--- config.mk ---
export PLATFORM = sky130hd
export DESIGN_NAME = i2c_slave_register_bridge_unit
export DESIGN_NICKNAME = d
export VERILOG_FILES = /design/src/rtl/i2csrb_pkg.sv /design/src/rtl/i2c_slave_register_bridge_unit.sv /design/src/rtl/i2csrb_seq.sv
export SDC_FILE = /design/constraint.sdc
export NUM_CORES = 1
export LEC_CHECK = 0
export BUFFER_PORTS_ARGS = -buffer_cell sky130_fd_sc_hd__buf_2
export CAP_MARGIN = 20
export CORE_MARGIN = 5
export CORE_UTILIZATION = 52
export CTS_BUF_LIST = sky130_fd_sc_hd__clkbuf_8
export CTS_CLUSTER_SIZE = 40
export DETAILED_ROUTE_END_ITERATION = 8
export PLACE_DENSITY = 0.84
export SLEW_MARGIN = 20
export SYNTH_ARGS = -nofsm -noshare
export SYNTH_HDL_FRONTEND = slang
export SYNTH_SLANG_ARGS = --single-unit
export TNS_END_PERCENT = 10
--- constraint.sdc ---
create_clock -name clk -period 8.9 [get_ports clk]
set_input_delay 2.67 -clock clk [delete_from_list [all_inputs] [get_ports clk]]
set_output_delay 2.67 -clock clk [all_outputs]
set_load 0.01 [all_outputs]
--- src/rtl/i2csrb_pkg.sv ---
// ----------------------------------------------------------------------------
// i2csrb_pkg
// Shared types, codes and helpers for the I2C slave register bridge.
// ----------------------------------------------------------------------------
package i2csrb_pkg;

  localparam int unsigned ADDR_W  = 7;
  localparam int unsigned BYTE_W  = 8;
  localparam int unsigned NBYTES  = 4;
  localparam int unsigned IDX_W   = 3;   // holds 0..NBYTES
  localparam int unsigned SEL_W   = 2;   // addresses one buffer entry
  localparam int unsigned MASK_W  = 4;

  // event kinds from the bit-shift unit
  localparam logic ACT_START = 1'b0;
  localparam logic ACT_SHIFT = 1'b1;

  // shift-unit mode codes
  localparam logic [1:0] MODE_WAIT = 2'd0;
  localparam logic [1:0] MODE_BYTE = 2'd1;
  localparam logic [1:0] MODE_ACK  = 2'd2;

  // per-output command codes
  localparam logic [1:0] CMD_NONE  = 2'd0;
  localparam logic [1:0] CMD_CLEAR = 2'd1;
  localparam logic [1:0] CMD_SET   = 2'd2;

  localparam logic [BYTE_W-1:0] TX_ACK = 8'h00;

  typedef struct packed {
    logic [1:0]        shift_mode;
    logic              sda_drive;
    logic              tx_load;
    logic [BYTE_W-1:0] tx_byte;
    logic              cmd_valid;
    logic [MASK_W-1:0] flag_toggle_mask;
    logic [1:0]        output_cmd_first;
    logic [1:0]        output_cmd_second;
    logic [1:0]        output_cmd_third;
    logic              led_pulse;
  } result_t;

  function automatic logic [1:0] out_cmd(input logic [BYTE_W-1:0] b);
    logic [1:0] c;
    c = CMD_NONE;
    if (b == 8'd2) c = CMD_SET;
    else if (b == 8'd1) c = CMD_CLEAR;
    return c;
  endfunction

endpackage

--- src/rtl/i2c_slave_register_bridge_unit.sv ---
// ----------------------------------------------------------------------------
// i2c_slave_register_bridge_unit
// Byte-level I2C slave sequencer bridging a 4-byte status read and a
// 4-byte command write.
// ----------------------------------------------------------------------------
// Usage:
//   Event channel (item_valid/item_stall): one item per bit-shift unit event,
//   either a start condition or the end of a byte or ack-bit shift, carrying
//   the shifted-in byte and the status bytes to snapshot on a read match.
//   Result channel (result_valid/result_stall): exactly one item per event,
//   giving shift mode, SDA drive, byte to load, command outputs and LED pulse.
//   Configuration: cfg_write/cfg_data load the 7-bit own address; write it
//   only while no event is in flight.
//   The result of an accepted event is valid in the next cycle. Throughput
//   is one item per cycle while the receiver does not stall, set by the
//   single result register behind the sequencer logic.
//   While the receiver stalls a waiting result, item_stall is raised and the
//   result holds; a new event is taken in the same cycle the result leaves.
//   Reset clears the phase to waiting for start, the byte counter, the own
//   address and the result valid flag; the data buffer is not cleared.
// ----------------------------------------------------------------------------
module i2c_slave_register_bridge_unit (
  input  logic                          clk,
  input  logic                          rst,
  input  logic                          cfg_write,
  input  logic [i2csrb_pkg::ADDR_W-1:0] cfg_data,
  input  logic                          item_valid,
  output logic                          item_stall,
  input  logic                          action,
  input  logic [i2csrb_pkg::BYTE_W-1:0] rx_byte,
  input  logic [i2csrb_pkg::BYTE_W-1:0] reset_flags,
  input  logic [i2csrb_pkg::BYTE_W-1:0] status_first,
  input  logic [i2csrb_pkg::BYTE_W-1:0] status_second,
  input  logic [i2csrb_pkg::BYTE_W-1:0] status_third,
  output logic                          result_valid,
  input  logic                          result_stall,
  output logic [1:0]                    shift_mode,
  output logic                          sda_drive,
  output logic                          tx_load,
  output logic [i2csrb_pkg::BYTE_W-1:0] tx_byte,
  output logic                          cmd_valid,
  output logic [i2csrb_pkg::MASK_W-1:0] flag_toggle_mask,
  output logic [1:0]                    output_cmd_first,
  output logic [1:0]                    output_cmd_second,
  output logic [1:0]                    output_cmd_third,
  output logic                          led_pulse
);
  import i2csrb_pkg::*;

  logic [ADDR_W-1:0] own_address;
  logic              accept;
  result_t           res_next;
  result_t           res;

  assign item_stall = result_valid && result_stall;
  assign accept     = item_valid && !item_stall;

  always_ff @(posedge clk) begin
    if (rst) begin
      own_address <= '0;
    end else if (cfg_write) begin
      own_address <= cfg_data;
    end
  end

  i2csrb_seq u_seq (
    .clk           (clk),
    .rst           (rst),
    .accept        (accept),
    .action        (action),
    .rx_byte       (rx_byte),
    .reset_flags   (reset_flags),
    .status_first  (status_first),
    .status_second (status_second),
    .status_third  (status_third),
    .own_address   (own_address),
    .res           (res_next)
  );

  always_ff @(posedge clk) begin
    if (rst) begin
      result_valid <= 1'b0;
    end else if (!item_stall) begin
      result_valid <= item_valid;
    end
  end

  always_ff @(posedge clk) begin
    if (accept) begin
      res <= res_next;
    end
  end

  assign shift_mode        = res.shift_mode;
  assign sda_drive         = res.sda_drive;
  assign tx_load           = res.tx_load;
  assign tx_byte           = res.tx_byte;
  assign cmd_valid         = res.cmd_valid;
  assign flag_toggle_mask  = res.flag_toggle_mask;
  assign output_cmd_first  = res.output_cmd_first;
  assign output_cmd_second = res.output_cmd_second;
  assign output_cmd_third  = res.output_cmd_third;
  assign led_pulse         = res.led_pulse;

  // a stalled result stays and the event side is held off
  a_hold: assert property (@(posedge clk) disable iff (rst)
    result_valid && result_stall |=> result_valid && $stable(res))
    else $error("stalled result changed");

  // a completed command always goes out with an ack driven on SDA
  a_cmd_ack: assert property (@(posedge clk) disable iff (rst)
    result_valid && cmd_valid |-> sda_drive && tx_load && tx_byte == TX_ACK
      && shift_mode == MODE_ACK)
    else $error("command without ack");

  // SDA is driven only with a loaded byte
  a_drive_load: assert property (@(posedge clk) disable iff (rst)
    result_valid && sda_drive |-> tx_load)
    else $error("SDA driven without load");

  // an accepted item yields a result in the next cycle
  a_latency: assert property (@(posedge clk) disable iff (rst)
    accept |=> result_valid)
    else $error("result missing after accept");

endmodule

--- src/rtl/i2csrb_seq.sv ---
// ----------------------------------------------------------------------------
// i2csrb_seq
// Byte-level protocol sequencer: phase, byte counter and data buffer,
// next-state and result logic for one event.
// ----------------------------------------------------------------------------
module i2csrb_seq (
  input  logic                        clk,
  input  logic                        rst,
  input  logic                        accept,
  input  logic                        action,
  input  logic [i2csrb_pkg::BYTE_W-1:0] rx_byte,
  input  logic [i2csrb_pkg::BYTE_W-1:0] reset_flags,
  input  logic [i2csrb_pkg::BYTE_W-1:0] status_first,
  input  logic [i2csrb_pkg::BYTE_W-1:0] status_second,
  input  logic [i2csrb_pkg::BYTE_W-1:0] status_third,
  input  logic [i2csrb_pkg::ADDR_W-1:0] own_address,
  output i2csrb_pkg::result_t         res
);
  import i2csrb_pkg::*;

  localparam logic [2:0] PH_IDLE      = 3'd0;
  localparam logic [2:0] PH_ADDR      = 3'd1;
  localparam logic [2:0] PH_SEND      = 3'd2;
  localparam logic [2:0] PH_SEND_WAIT = 3'd3;
  localparam logic [2:0] PH_SEND_ACK  = 3'd4;
  localparam logic [2:0] PH_RECV      = 3'd5;
  localparam logic [2:0] PH_RECV_ACK  = 3'd6;

  logic [2:0]        phase, phase_next;
  logic [IDX_W-1:0]  byte_index, byte_index_next;
  logic [BYTE_W-1:0] byte_buffer [NBYTES];

  logic              load_all;
  logic              write_one;
  logic [SEL_W-1:0]  sel;
  logic              idx_room;

  assign sel      = byte_index[SEL_W-1:0];
  assign idx_room = (byte_index < IDX_W'(NBYTES));

  always_comb begin
    res             = '0;
    phase_next      = phase;
    byte_index_next = byte_index;
    load_all        = 1'b0;
    write_one       = 1'b0;
    if (action == ACT_START) begin
      phase_next     = PH_ADDR;
      res.shift_mode = MODE_BYTE;
    end else begin
      unique case (phase) inside
        PH_ADDR: begin
          if (rx_byte[BYTE_W-1:1] == own_address) begin
            res.led_pulse   = 1'b1;
            byte_index_next = '0;
            res.shift_mode  = MODE_ACK;
            res.sda_drive   = 1'b1;
            res.tx_load     = 1'b1;
            res.tx_byte     = TX_ACK;
            if (rx_byte[0]) begin
              load_all   = 1'b1;
              phase_next = PH_SEND;
            end else begin
              phase_next = PH_RECV_ACK;
            end
          end else begin
            phase_next = PH_IDLE;
          end
        end
        PH_SEND, PH_SEND_WAIT: begin
          // a nonzero ack bit from the master ends the read
          if ((phase == PH_SEND_WAIT && rx_byte != '0) || !idx_room) begin
            phase_next = PH_IDLE;
          end else begin
            res.shift_mode  = MODE_BYTE;
            res.sda_drive   = 1'b1;
            res.tx_load     = 1'b1;
            res.tx_byte     = byte_buffer[sel];
            res.led_pulse   = 1'b1;
            byte_index_next = byte_index + 1'b1;
            phase_next      = PH_SEND_ACK;
          end
        end
        PH_SEND_ACK: begin
          phase_next     = PH_SEND_WAIT;
          res.shift_mode = MODE_ACK;
          res.tx_load    = 1'b1;
          res.tx_byte    = TX_ACK;
        end
        PH_RECV: begin
          if (idx_room) begin
            write_one       = 1'b1;
            byte_index_next = byte_index + 1'b1;
            if (byte_index == IDX_W'(NBYTES - 1)) begin
              // last byte is still on rx_byte, not yet in the buffer
              res.cmd_valid         = 1'b1;
              res.flag_toggle_mask  = byte_buffer[0][MASK_W-1:0];
              res.output_cmd_first  = out_cmd(byte_buffer[1]);
              res.output_cmd_second = out_cmd(byte_buffer[2]);
              res.output_cmd_third  = out_cmd(rx_byte);
            end
          end
          phase_next     = PH_RECV_ACK;
          res.shift_mode = MODE_ACK;
          res.sda_drive  = 1'b1;
          res.tx_load    = 1'b1;
          res.tx_byte    = TX_ACK;
          res.led_pulse  = 1'b1;
        end
        PH_RECV_ACK: begin
          phase_next     = PH_RECV;
          res.shift_mode = MODE_BYTE;
        end
        default: begin
          phase_next = PH_IDLE;
        end
      endcase
    end
  end

  always_ff @(posedge clk) begin
    if (rst) begin
      phase      <= PH_IDLE;
      byte_index <= '0;
    end else if (accept) begin
      phase      <= phase_next;
      byte_index <= byte_index_next;
    end
  end

  always_ff @(posedge clk) begin
    if (accept && load_all) begin
      byte_buffer[0] <= reset_flags;
      byte_buffer[1] <= status_first;
      byte_buffer[2] <= status_second;
      byte_buffer[3] <= status_third;
    end else if (accept && write_one) begin
      byte_buffer[sel] <= rx_byte;
    end
  end

endmodule

==> impl_metrics.tcl <==
set metrics [dict create \
    seqPwrFrac_pct 57.3 \
    drt_iter0_drc 135 \
    crit_required_ps 6230 \
    reg2reg_depth 5 \
    postLayoutCellArea_sq_um 4140 \
    nNetsFinal 395 \
    antenna_found_initial 0 \
    dp_hpwl_um 5740 \
    cts_buffer_depth 2 \
    p_leak_nw 1.49 \
    final_hold_viol_count 0 \
    hold_path_depth 2 \
    htree_levels 3 \
    syn-num-nets 314 \
    crit_path_start "result_stall" \
    routedWlPerCell_um 18.5 \
    fillers 517 \
    min_period_ps 5740 \
    via_count 2474 \
    swShare_pct 24.0 \
    cts_tree "yes" \
    die-height_um 92.1 \
    r2r_start "result_valid" \
    antennaDiodeCount 0 \
    vdd_drop_max_v 0.0000814 \
    p_int_mw 0.486 \
    grt_max_degree 28 \
    hp-start "own_address[0]" \
    comb_power_share_pct 8.1 \
    reg2reg_slack_ps 5980 \
    grt_util_all_layers_pct 19.3 \
    place_inst 409 \
    timing.rr.end "u_seq.byte_buffer[2][3]" \
    grt_setup_unrepaired "false" \
    yosysSeqAreaShare_pct 56.3 \
    slew_violations 0 \
    status "finished clean" \
    cts_resized 0 \
    io_buffer_count 78 \
    period_share_pct 64.4 \
    grt_pass1_vias 2502 \
    finalWorstSetupSlack_ps 3160 \
    rows 30 \
    critPathLaunchType "input pin" \
    grt_pass1_wl_um 12400 \
    crit_fanout 2 \
    maxCapViolCount 0 \
    clkLatencyLatePin_ps 350 \
    critPathArrivalTime_ps 3070 \
    cp-end-kind "output pin" \
    power_mw 0.640 \
    drive_gt1_share_pct 42.3 \
    cts.sink_count 71 \
    power.switching_mw 0.154 \
    hold_slack_ps 524 \
    final_util_pct 62.0 \
    path_clk_slew_ps 80 \
    skew_ps 6.83 \
    avgSynthCellArea_sq_um 13.5 \
    overflow 0 \
    crit_type "in2out" \
    routed_wl_um 7850 \
    place.gp.congestion 0.903 \
    drc_errors 0 \
    final_cells 425 \
    synth-edff-count 55 \
    hp-class "reg2reg" \
    ys_types 51 \
    area_delta_synth_final_pct 18.1 \
    cts_setup_buffers 0 \
    syn_inst 259 \
    start_util_pct 52.5 \
    drt-vias-per-instance 5.82 \
    finalSetupTns_ps 0 \
    async_flop_share_pct 0 \
    dieArea_sq_um 8480 \
    ctsHoldBuffers 0 \
    cts_buffers 9 \
    synthFlopType "edfxtp_1" \
    io_pins 79 \
    powerDensity_nw_per_um2 155 \
    core_sq_um 6680 \
    endpoint "item_stall" \
    setup_viol 0 \
    ant_nets 0 \
    die_w_um 92.1 \
    p_clk_share_pct 34.5 \
    clockRootBuffer "clkbuf_8" \
    synth_seq_cells 71 \
    timing.fmax_ghz 0.174 \
    post-place-ws_ps 3110 \
    postPlaceCellArea_sq_um 3970 \
    firstDrtPassIters 5 \
    maxSlewHeadroom_pct 23.9 \
    synth_area_sq_um 3500 \
    yosysWarnings 0 \
    worstMarginPinSlew_ps 1130 \
]
==> layout make-up <==
class,count,area [sq um],area share [%]
clock buffer,9,124,2.99
sequential,71,1970,47.6
multi-input combinational,169,1460,35.2
inverter,7,26.3,0.635
timing repair buffer,82,420,10.2
tap,80,100,2.42
clock inverter,7,38.8,0.937
==> layout by cell type, fill, tap and decap left out, types with 5 or more instances in the layout <==
cell	count
clkbuf_8	9
o21ai_0	5
dfxtp_1	16
nand3_1	9
buf_2	78
mux2_2	30
nand2_1	10
nor2_1	16
nor2b_1	9
nor3b_1	6
xnor2_1	7
mux4_2	8
and2_1	5
inv_1	7
mux2i_1	7
nor4_1	5
edfxtp_1	55
==> how the worst min path moves through the flow <==
stage,to,slack [ps]
CTS,own_address[0],530
finish,own_address[0],520
global route,own_address[4],540
floorplan,own_address[0],480
global placement,own_address[0],500
detailed placement,own_address[0],510
==> cell families (layout without fill, tap and decap cells) <==
logic type | Yosys count | after routing | synth area share [%]
and+or+nand+nor | 83 | 83 | 14.9
DFF | 71 | 71 | 56.3
muxes | 47 | 47 | 17.4
AOI/OAI and AO/OA | 30 | 30 | 6.71
buffers and inverters | 19 | 105 | 2.25
xor gates and xnor gates | 7 | 7 | 1.75
adders and majority gates | 2 | 2 | 0.714
==> sequential cells by signal (all words and copies together) (netlist names), named ones only <==
name               flops
cmd_valid              1
flag_toggle_mask       4
led_pulse              1
output_cmd_first       2
output_cmd_second      2
output_cmd_third       2
own_address            7
result_valid           1
shift_mode             2
tx_byte                8
tx_load                1
u_seq.byte_buffer     32
u_seq.byte_index       3
u_seq.phase            3
==> power groups by stage <==
stage	Clock, mW	Combinational [mW]	Sequential (mW)
2_1_floorplan	0	0.0254	0.376
3_3_place_gp	0	0.0509	0.374
3_5_place_dp	0	0.0519	0.374
4_1_cts	0.223	0.0523	0.367
5_1_grt	0.239	0.0567	0.368
6_report	0.221	0.0520	0.367
==> synthesized netlist by cell type, types with 3 or more instances <==
library cell	instances	area share, %
inv_1	7	0.75
clkbuf_1	7	0.75
mux2i_1	7	2.0
nand2_1	10	1.1
o21ai_0	5	0.71
nand2b_1	3	0.54
nor3b_1	6	1.3
nor4_1	5	0.89
and2_1	5	0.89
nand4_1	4	0.71
o31ai_1	4	0.86
buf_1	3	0.32
xnor2_1	7	1.7
edfxtp_1	55	47
a21oi_1	3	0.43
dfxtp_1	16	9.1
mux4_2	8	5.1
nand3_1	9	1.3
a211oi_1	3	0.64
nand3_4	3	1.5
nor2b_1	9	1.6
nor2_1	16	1.7
mux2_2	30	9.6
==> layer usage <==
layer	global-route usage (%)	up-vias	wire, um
li1	-	1165	-
met1	23.6	1183	3140
met2	31.7	107	3960
met3	5.00	19	522
met4	9.78	0	218
met5	0	-	0
==> critical path, cell delays in order <==
cell    delay, ps
buf_2         100
and2_1        160
buf_2         140
Power figures use the tool's default switching activity.
